<file path="src/rtl/core/ptpb_pkg.sv">
// Package for the procedural tile pixel blender: codes, sizes and divide constants.
package ptpb_pkg;

	// Tile geometry and field widths.
	localparam int TILE_SIDE = 32;
	localparam int COORD_W   = 5;
	localparam int TILE_W    = 2;
	localparam int COLOR_W   = 24;
	localparam int CHAN_W    = 8;
	localparam int NUM_CHAN  = COLOR_W / CHAN_W;
	localparam int PIXEL_W   = 32;
	localparam int CFG_W     = 32;
	localparam int CFG_IDX_W = 3;
	localparam int SEED_W    = 32;
	localparam int STR_W     = 7;
	localparam int SCALE_W   = 2;
	localparam int FIN_W     = 3;

	localparam logic [CHAN_W-1:0] ALPHA_OPAQUE = 8'hff;
	localparam logic [SEED_W-1:0] SEED_RESET   = 32'd17;

	// Hash multipliers.
	localparam logic [31:0] HASH_K1 = 32'h9e3779b9;
	localparam logic [31:0] HASH_K2 = 32'h85ebca6b;
	localparam logic [31:0] HASH_K3 = 32'h7feb352d;

	// Blend totals and the widths that follow from them.
	localparam int FLAT_TOTAL  = 64;
	localparam int GRAD_TOTAL  = TILE_SIDE - 1;
	localparam int GRAIN_TOTAL = 63 * 64;
	localparam int STR_MAX     = 64;
	localparam int MAX_TOTAL   = GRAIN_TOTAL;
	localparam int WGT_W       = $clog2(MAX_TOTAL + 1);
	localparam int NUM_W       = $clog2(255 * MAX_TOTAL + MAX_TOTAL / 2 + 1);
	localparam int RECIP_W     = NUM_W + 1;
	localparam int PROD_W      = NUM_W + RECIP_W;

	// Divide by a constant total: q = (n * ceil(2^S / d)) >> S, exact for n < 2^NUM_W.
	localparam int SH_FLAT  = NUM_W + $clog2(FLAT_TOTAL);
	localparam int SH_GRAD  = NUM_W + $clog2(GRAD_TOTAL);
	localparam int SH_GRAIN = NUM_W + $clog2(GRAIN_TOTAL);
	localparam longint unsigned RCP_FLAT =
		((longint'(1) << SH_FLAT) + FLAT_TOTAL - 1) / FLAT_TOTAL;
	localparam longint unsigned RCP_GRAD =
		((longint'(1) << SH_GRAD) + GRAD_TOTAL - 1) / GRAD_TOTAL;
	localparam longint unsigned RCP_GRAIN =
		((longint'(1) << SH_GRAIN) + GRAIN_TOTAL - 1) / GRAIN_TOTAL;

	// Finish codes; codes above stipple act as flat.
	typedef enum logic [FIN_W-1:0] {
		FIN_FLAT     = 3'd0,
		FIN_GRADIENT = 3'd1,
		FIN_GRAIN    = 3'd2,
		FIN_STRIPES  = 3'd3,
		FIN_STIPPLE  = 3'd4
	} finish_t;

	// Configuration register indexes.
	typedef enum logic [CFG_IDX_W-1:0] {
		REG_HASH_SEED         = 3'd0,
		REG_BLEND_STRENGTH    = 3'd1,
		REG_SCALE_SHIFT       = 3'd2,
		REG_PATTERN_DIRECTION = 3'd3,
		REG_FACE_FINISH       = 3'd4,
		REG_BORDER_FINISH     = 3'd5,
		REG_MATCH_BORDER      = 3'd6
	} reg_idx_t;

	// Which divisor a pixel blends over.
	typedef enum logic [1:0] {
		TOT_FLAT  = 2'd0,
		TOT_GRAD  = 2'd1,
		TOT_GRAIN = 2'd2
	} tot_t;

	// Load enables of the channel stages.
	typedef struct packed {
		logic s4;
		logic s5;
		logic s6;
	} pipe_en_t;

	// Total value for a divisor select.
	function automatic logic [WGT_W-1:0] tot_value(input tot_t sel);
		logic [WGT_W-1:0] v;
		case (sel)
			TOT_GRAD:  v = WGT_W'(GRAD_TOTAL);
			TOT_GRAIN: v = WGT_W'(GRAIN_TOTAL);
			default:   v = WGT_W'(FLAT_TOTAL);
		endcase
		return v;
	endfunction

	// Reciprocal for a divisor select.
	function automatic logic [RECIP_W-1:0] tot_recip(input tot_t sel);
		logic [RECIP_W-1:0] r;
		case (sel)
			TOT_GRAD:  r = RECIP_W'(RCP_GRAD);
			TOT_GRAIN: r = RECIP_W'(RCP_GRAIN);
			default:   r = RECIP_W'(RCP_FLAT);
		endcase
		return r;
	endfunction

endpackage

</file>
<file path="src/rtl/core/ptpb_chan.sv">
// One color channel: weighted sum, reciprocal multiply and quotient select over three stages.
module ptpb_chan import ptpb_pkg::*; (
	input  logic              clk,
	input  pipe_en_t          en,
	input  logic [CHAN_W-1:0] first,
	input  logic [CHAN_W-1:0] second,
	input  logic [WGT_W-1:0]  weight,
	input  tot_t              tot,
	output logic [CHAN_W-1:0] result
);

	logic [WGT_W-1:0]  tv;
	logic [NUM_W-1:0]  pa;
	logic [NUM_W-1:0]  pb;
	logic [NUM_W-1:0]  n_s4;
	tot_t              tot_s4;
	logic [PROD_W-1:0] prod_s5;
	tot_t              tot_s5;
	logic [CHAN_W-1:0] q;
	logic [CHAN_W-1:0] result_s6;

	// Weighted sum of both colors plus half the total for rounding.
	always_comb begin
		tv = tot_value(tot);
		pa = NUM_W'(first) * NUM_W'(tv - weight);
		pb = NUM_W'(second) * NUM_W'(weight);
	end

	always_ff @(posedge clk) begin
		if (en.s4) begin
			n_s4   <= pa + pb + NUM_W'(tv >> 1);
			tot_s4 <= tot;
		end
	end

	// Multiply by the reciprocal of the total.
	always_ff @(posedge clk) begin
		if (en.s5) begin
			prod_s5 <= PROD_W'(n_s4) * PROD_W'(tot_recip(tot_s4));
			tot_s5  <= tot_s4;
		end
	end

	// The quotient sits at a fixed offset for each total.
	always_comb begin
		case (tot_s5)
			TOT_GRAD:  q = prod_s5[SH_GRAD +: CHAN_W];
			TOT_GRAIN: q = prod_s5[SH_GRAIN +: CHAN_W];
			default:   q = prod_s5[SH_FLAT +: CHAN_W];
		endcase
	end

	always_ff @(posedge clk) begin
		if (en.s6) begin
			result_s6 <= q;
		end
	end

	assign result = result_s6;

endmodule

</file>
<file path="config.mk">
export PLATFORM = sky130hd
export DESIGN_NAME = ptpb_chan
export DESIGN_NICKNAME = d
export VERILOG_FILES = /design/src/rtl/core/ptpb_pkg.sv /design/src/rtl/core/ptpb_chan.sv
export SDC_FILE = /design/constraint.sdc
export NUM_CORES = 1
export LEC_CHECK = 0
export BUFFER_PORTS_ARGS = -buffer_cell sky130_fd_sc_hd__buf_2
export CORE_ASPECT_RATIO = 2
export CORE_MARGIN = 2
export CORE_UTILIZATION = 55
export CTS_CLUSTER_DIAMETER = 120
export DETAILED_ROUTE_END_ITERATION = 16
export PLACE_DENSITY_LB_ADDON = 0.08
export SETUP_SLACK_MARGIN = 0.5
export SKIP_CTS_REPAIR_TIMING = 1
export SLEW_MARGIN = 10
export SYNTH_ARGS = -nofsm -noshare
export SYNTH_HDL_FRONTEND = slang
export SYNTH_SLANG_ARGS = --single-unit
</file>
<file path="constraint.sdc">
create_clock -name clk -period 22.3 [get_ports clk]
set_input_delay 4.46 -clock clk [delete_from_list [all_inputs] [get_ports clk]]
set_output_delay 4.46 -clock clk [all_outputs]
set_load 0.02 [all_outputs]
</file>
==> flow_summary_export.csv, run 1 <==
group,metric,value,unit
floorplan,core_area,28100,um^2
cts,cts_tree,"yes",
floorplan,std_cell_rows,87,
cts,cts-htree-levels,2,
route,first_iter_violations,291,
timing,rsz0062_at_grt,"false",
grt,grt_overflow,0,
worst_setup_path,worstPathArrival,12.01,ns
worst_setup_path,critPathRequiredTime,22.38,ns
floorplan,die-width,123,um
finish,drive_gt1_share,3.74,%
timing,clock_skew,0.0181,ns
floorplan,dieArea,29900,um^2
worst_setup_path,path_class,"input port to flip-flop",
job,maxCapViolCount,0,
synth,syn_inst,1607,
finish,antennaDiodeCount,0,
timing,max_freq,83.8,MHz
grt,grt_start_max_net_pins,23,
worst_setup_path,worstPathMaxFanout,8,
floorplan,start_util,55.7,%
worst_setup_path,crit_path_frequent_cell,"inv_1",
synth,synth.distinct_cells,48,
floorplan,ios,42,
timing,hold_viol_final,0,
place,hpwlAfterDp,33.0,mm
cts,numCtsBuffers,5,
worst_setup_path,max_stage_delay,0.55,ns
floorplan,die_h,242,um
timing,setup_viol,0,
worst_setup_path,worst_setup_path_end_kind,"flip-flop",
place,gpl.final_weighted_congestion,0.949,
worst_setup_path,crit_start,"tot[1]",
cts,insertion_delay,0.32,ns
status,status,"finished, final reports clean",
timing,worstMarginPinSlew,0.886,ns
finish,fillCellCount,2572,
finish,nets,2250,
timing,slew_violations,0,
route,vias,10400,
min_path,hp-class,"flip-flop to flip-flop",
synth,ys_async_sr_fraction,0,%
finish,area_growth,4.71,%
worst_setup_path,r2r_start,"tot_s4[1]",
timing,fin_setup_tns,0,ns
synth,ys.flop_type,"edfxtp_1",
route,viasPerCell,5.24,
synth,yosysSeqAreaShare,9.03,%
cts,clk_pin_slew_worst_paths,0.08,ns
cts,clk_path_buf_depth,2,
timing,maxSlewHeadroom,40.6,%
route,wl_per_cell,18.1,um
cts,root_buffer,"clkbuf_16",
grt,grt_pass1_vias,11900,
place,port_buffers,41,
route,ant_nets,0,
grt,antenna_found_initial,0,
finish,final_core_utilization,58.3,%
grt,grt_pass1_wl,58.9,mm
route,dr.pass1.iters,4,
route,drc,0,
worst_setup_path,critPathLaunchType,"input port",
synth,synth-edff-count,47,
synth,avgSynthCellArea,9.73,um^2
finish,final_cell_mix,"461 x inv_1, 301 x ha_1, 285 x fa_1",
min_path,hp-start,"prod_s5[29]",
synth,yosysWarningCount,0,
grt,grt_usage,26.4,%
synth,syn-cell-area,15600,um^2
synth,syn-num-nets,2227,
synth,synth_seq_cells,47,
finish,layout_commonest_cell,"inv_1",
timing,timing.final.crit_share,53.5,%
worst_setup_path,crit_slowest_cell,"fa_1",
cts,clock-sinks,47,
timing,period_needed,11.93,ns
route,routed_wl,35.9,mm
worst paths after layout:
path | end | depth (start not counted) | slack, ns
max | n_s4[19] | 33 | 10.37
min | result[3] | 2 | 0.59
max reg2reg | prod_s5[39] | 26 | 14.85
min reg2reg | result[3] | 2 | 0.59
stage by stage:
stage / setup slack (ns) / hold slack (ns) / instance area [um^2] / std cells
floorplan: 11.10 / 0.442 / 15600 / 1607
global placement: 10.22 / 0.571 / 16200 / 1979
detailed placement: 9.99 / 0.577 / 16200 / 1979
CTS: 10.33 / 0.592 / 16400 / 1987
global route: 9.79 / 0.646 / 16400 / 1987
finish: 10.37 / 0.594 / 16400 / 1987
cells by family (layout without fill, tap and decap cells):
group,Yosys count,after routing,share of synthesized area (%)
fa+ha+maj,586,586,60.6
buf+inv,490,514,11.8
simple gates,327,327,11.2
compound gates,107,107,4.63
xor+xnor,50,50,2.80
flops,47,47,9.03
flip-flops by register name, indices dropped and copies added, names as in the netlist:
name     flops
n_s4        20
prod_s5     15
result       8
tot_s4       2
tot_s5       2
layer usage:
metal | global-route usage, % | vias up | share of wire [%]
met2 | 54.3 | 160 | 61
li1 | - | 4920 | -
met4 | 14.5 | 0 | 6.5
met3 | 1.58 | 102 | 1.3
met1 | 23.7 | 5234 | 32
met5 | 0 | - | 0
critical path: cells and delay by family:
family          cells  cell delay [ns]
fa+ha+maj           8             3.69
compound gates      9             1.68
simple gates        6             1.01
buf+inv             8             0.58
xor+xnor            2             0.58
layout make-up:
| class | instances | area [um^2] | share of cell area (%) |
|---|---|---|---|
| clock buffers | 5 | 125 | 0.764 |
| clock inverters | 3 | 47.5 | 0.290 |
| inverters | 463 | 1740 | 10.6 |
| multi-input cells | 1070 | 12400 | 75.6 |
| well taps | 356 | 445 | 2.72 |
| repair buffers | 43 | 220 | 1.35 |
| flip-flops and latches | 47 | 1410 | 8.62 |
cell usage after synthesis, types with 13 or more instances:
cell type | count | area [um^2]
nand2_1 | 96 | 360
nor2b_1 | 34 | 213
ha_1 | 301 | 3770
o21ai_0 | 17 | 85.1
o21ai_1 | 13 | 65.1
nor2_1 | 25 | 93.8
a21oi_1 | 23 | 115
and2_1 | 130 | 813
inv_1 | 461 | 1730
edfxtp_1 | 47 | 1410
xnor2_1 | 39 | 342
fa_1 | 285 | 5710
clkbuf_1 | 24 | 90.1
Power of run 1 is not shown: default switching activity piles up to over one toggle a cycle in this logic, so the estimate is an artifact.
==> run 2, diff against run 1 <==
==> constraint.sdc (replaced) <==
create_clock -name clk -period 10.9 [get_ports clk]
set_input_delay 2.18 -clock clk [delete_from_list [all_inputs] [get_ports clk]]
set_output_delay 2.18 -clock clk [all_outputs]
set_load 0.02 [all_outputs]
==> flow_summary_export.csv, run 2 (same netlist as run 1, synthesis figures left out) <==
group,metric,value,unit
timing,hold_viol_final,0,
timing,slew_violations,0,
grt,antenna_found_initial,0,
cts,clk_pin_slew_worst_paths,0.08,ns
cts,numCtsBuffers,5,
timing,timing.final.crit_share,88.4,%
finish,antennaDiodeCount,0,
route,vias,10500,
timing,clock_skew,0.0187,ns
worst_setup_path,path_class,"input port to flip-flop",
worst_setup_path,r2r_start,"tot_s4[1]",
timing,worstMarginPinSlew,0.836,ns
finish,stdcell_area,16400,um^2
worst_setup_path,crit_path_frequent_cell,"inv_1",
grt,met2_usage,53.8,%
status,status,"finished, final reports clean",
worst_setup_path,worst_setup_path_end_kind,"flip-flop",
finish,largest_reg_flops,20,
timing,fin_setup_tns,0,ns
grt,grt_overflow,0,
place,port_buffers,41,
finish,top_register,"n_s4",
finish,final_core_utilization,58.3,%
route,routed_wl,35.9,mm
floorplan,die_h,242,um
floorplan,core_area,28100,um^2
cts,clk_path_buf_depth,2,
grt,met3_usage,1.51,%
timing,hold_slack,0.591,ns
worst_setup_path,critPathRequiredTime,10.98,ns
floorplan,dieArea,29900,um^2
route,drc,0,
floorplan,die-width,123,um
worst_setup_path,reg2reg_setup_slack,3.49,ns
place,placed_area,16200,um^2
worst_setup_path,max_stage_delay,0.55,ns
route,first_iter_violations,291,
finish,drive_gt1_share,3.74,%
worst_setup_path,critPathLaunchType,"input port",
min_path,hold_path_end,"result[3]",
cts,cts-htree-levels,2,
timing,rsz0062_at_grt,"false",
grt,grt_pass1_wl,58.9,mm
route,wl_per_cell,18.1,um
grt,grt_pass1_vias,11900,
worst_setup_path,crit_start,"tot[1]",
grt,grt_usage,26.3,%
timing,max_freq,104,MHz
place,hpwlAfterDp,33.0,mm
grt,gr-usage-met1,24.0,%
job,maxCapViolCount,0,
finish,layout_commonest_cell,"inv_1",
floorplan,ios,42,
worst_setup_path,crit_slowest_cell,"fa_1",
min_path,hp-start,"prod_s5[29]",
grt,busiest_layer,"met2",
timing,setup_viol,0,
floorplan,std_cell_rows,87,
cts,clock-sinks,47,
cts,root_buffer,"clkbuf_16",
grt,grt_start_max_net_pins,23,
finish,area_growth,4.71,%
timing,period_needed,9.64,ns
route,ant_nets,0,
worst_setup_path,worst_r2r_endpoint,"prod_s5[39]",
route,viasPerCell,5.27,
cts,cts_tree,"yes",
timing,maxSlewHeadroom,43.9,%
place,gpl.final_weighted_congestion,0.949,
finish,final_cell_mix,"461 x inv_1, 301 x ha_1, 285 x fa_1",
finish,nets,2250,
min_path,worstHoldPathCells,2,
worst_setup_path,worstPathMaxFanout,8,
floorplan,start_util,55.7,%
route,dr.pass1.iters,4,
worst_setup_path,worstPathArrival,9.71,ns
cts,insertion_delay,0.32,ns
worst_setup_path,r2r_cells,26,
min_path,hp-class,"flip-flop to flip-flop",
## run 2: critical path, delay by kind of cell
family / cells / cell delay, ns
compound gates: 9 / 1.71
xor+xnor: 2 / 0.57
fa+ha+maj: 8 / 3.68
buf+inv: 8 / 0.57
simple gates: 6 / 0.99
## run 2: final cells by class
type,instances,area [um^2]
fillers,2588,11700
clock buffers,5,125
clock inverters,3,47.5
inverters,463,1740
well taps,356,445
flip-flops and latches,47,1410
repair buffers,43,220
multi-input cells,1070,12400
## run 2: worst max path at each step
stage | endpoint | slack (ns) | depth (start not counted)
floorplan | n_s4[19] | 1.98 | 29
global placement | n_s4[19] | 1.10 | 33
detailed placement | n_s4[19] | 0.86 | 33
CTS | n_s4[19] | 1.21 | 33
global route | n_s4[19] | 0.63 | 33
finish | n_s4[19] | 1.26 | 33
## run 2: stage by stage
stage                     std cells  setup WS (ns)
after detailed placement       1979          0.861
after global routing           1987          0.627
final                          1987           1.26
after floorplan                1607           1.98
after CTS                      1987           1.21
after global placement         1979           1.10
## run 2: per-layer routing
| metal | routed length, um | up-vias |
|---|---|---|
| met4 | 2480 | 0 |
| met5 | 0 | - |
| met3 | 485 | 117 |
| met2 | 21600 | 187 |
| li1 | - | 4919 |
| met1 | 11400 | 5249 |
Power of run 2 is left out for the same reason.
==> run 3, diff against run 2 <==
--- a/config.mk
+++ b/config.mk
@@ -11,7 +11,7 @@
 export CORE_UTILIZATION = 55
 export CTS_CLUSTER_DIAMETER = 120
 export DETAILED_ROUTE_END_ITERATION = 16
-export PLACE_DENSITY_LB_ADDON = 0.08
+export PLACE_DENSITY = 0.78
 export SETUP_SLACK_MARGIN = 0.5
 export SKIP_CTS_REPAIR_TIMING = 1
 export SLEW_MARGIN = 10
==> constraint.sdc (replaced) <==
create_clock -name clk -period 8.6 [get_ports clk]
set_input_delay 1.72 -clock clk [delete_from_list [all_inputs] [get_ports clk]]
set_output_delay 1.72 -clock clk [all_outputs]
set_load 0.02 [all_outputs]
==> flow_summary_export.csv, run 3 (same netlist as run 1, synthesis figures left out) <==
group,metric,value,unit
finish,final_core_utilization,59.9,%
worst_setup_path,path_class,"input port to flip-flop",
worst_setup_path,r2r_start,"tot_s4[1]",
floorplan,die-width,123,um
grt,grt_usage,26.8,%
floorplan,ios,42,
timing,period_needed,8.12,ns
cts,cts-htree-levels,2,
worst_setup_path,cp_num_buf_inv,5,
grt,met2_usage,52.4,%
cts,clk_path_buf_depth,2,
finish,drive_gt1_share,7.79,%
route,drc,0,
grt,grt_start_max_net_pins,23,
finish,final_cell_mix,"457 x inv_1, 295 x ha_1, 281 x fa_1",
timing,timing.final.crit_share,94.4,%
finish,antennaDiodeCount,0,
floorplan,dieArea,29900,um^2
place,placed_area,16500,um^2
floorplan,core_area,28100,um^2
grt,grt_pass1_vias,12800,
cts,numCtsBuffers,5,
cts,cts_tree,"yes",
min_path,hp-class,"flip-flop to flip-flop",
floorplan,die_h,242,um
worst_setup_path,crit_path_frequent_cell,"fa_1",
route,first_iter_violations,322,
grt,gr-usage-met1,21.8,%
finish,layout_commonest_cell,"inv_1",
timing,setup_viol,0,
worst_setup_path,critPathLaunchType,"input port",
grt,grt_overflow,0,
grt,busiest_layer,"met2",
timing,maxSlewHeadroom,62.8,%
worst_setup_path,critPathRequiredTime,8.67,ns
finish,area_growth,7.59,%
place,gpl.final_weighted_congestion,1.02,
floorplan,start_util,55.7,%
place,hpwlAfterDp,33.6,mm
status,status,"finished, final reports clean",
route,dr.pass1.iters,5,
worst_setup_path,worst_path_dominant_cell_family,"adder cells",
worst_setup_path,worst_setup_path_end_kind,"flip-flop",
timing,slew_violations,0,
finish,largest_reg_flops,20,
grt,antenna_found_initial,0,
cts,root_buffer,"clkbuf_16",
route,routed_wl,37.2,mm
route,ant_nets,0,
job,maxCapViolCount,0,
route,wl_per_cell,18.5,um
min_path,hp-start,"prod_s5[31]",
timing,worstMarginPinSlew,0.556,ns
timing,rsz0062_at_grt,"true",
floorplan,std_cell_rows,87,
worst_setup_path,crit_slowest_cell,"fa_1",
cts,insertion_delay,0.31,ns
timing,hold_viol_final,0,
cts,clock-sinks,47,
place,port_buffers,41,
worst_setup_path,crit_start,"tot[1]",
route,viasPerCell,5.44,
finish,top_register,"n_s4",
grt,met3_usage,2.97,%
grt,grt_pass1_wl,60.4,mm
timing,clock_skew,0.0146,ns
finish,stdcell_area,16800,um^2
worst_setup_path,worstPathArrival,8.18,ns
cts,clk_pin_slew_worst_paths,0.07,ns
finish,nets,2274,
timing,max_freq,123,MHz
worst_setup_path,max_stage_delay,0.52,ns
worst_setup_path,worstPathMaxFanout,6,
place,dp_cells,1997,
route,vias,10900,
finish,stdcell_count,2011,
==> run 3: final timing paths <==
check / end / slack, ns / cells past startpoint
setup reg to reg: prod_s5[37] / 1.21 / 26
hold reg to reg: result[5] / 0.57 / 2
setup / recovery: n_s4[19] / 0.48 / 31
hold / removal: result[5] / 0.57 / 2
==> run 3: layout make-up <==
cell class / instances / area, um^2
Multi-Input combinational cell: 1070 / 12700
Fill cell: 2376 / 11300
Inverter: 463 / 1740
Sequential cell: 47 / 1410
Tap cell: 356 / 445
Timing Repair Buffer: 67 / 400
Clock buffer: 5 / 125
Clock inverter: 3 / 47.5
==> run 3: worst register-to-register path, stage by stage (launching register included) <==
cell	delay, ns
edfxtp_1	0.60
nor2b_1	0.19
buf_4	0.25
and2_1	0.27
inv_1	0.09
fa_1	0.49
fa_1	0.52
inv_1	0.06
fa_1	0.50
inv_1	0.05
fa_1	0.47
inv_1	0.05
fa_1	0.48
inv_1	0.05
fa_1	0.35
inv_1	0.08
fa_1	0.42
ha_1	0.30
nand4_1	0.13
a21oi_1	0.13
o21ai_1	0.10
a311oi_1	0.50
nor2_1	0.21
o31ai_4	0.41
a31oi_1	0.20
o21bai_1	0.20
xor2_1	0.08
==> run 3: metrics by stage <==
step	setup slack, ns	TNS (ns)	hold WS (ns)
floorplan	0.442	0	0.442
global placement	0.0329	0	0.541
detailed placement	-0.208	-0.432	0.556
CTS	0.154	0	0.568
global route	0.193	0	0.604
finish	0.482	0	0.567
==> run 3: per-layer routing <==
layer | part of all wire (%) | vias up
met2 | 58 | 321
li1 | - | 4968
met5 | 0 | -
met3 | 2.9 | 204
met1 | 29 | 5454
met4 | 11 | 0
Power of run 3 is left out for the same reason.
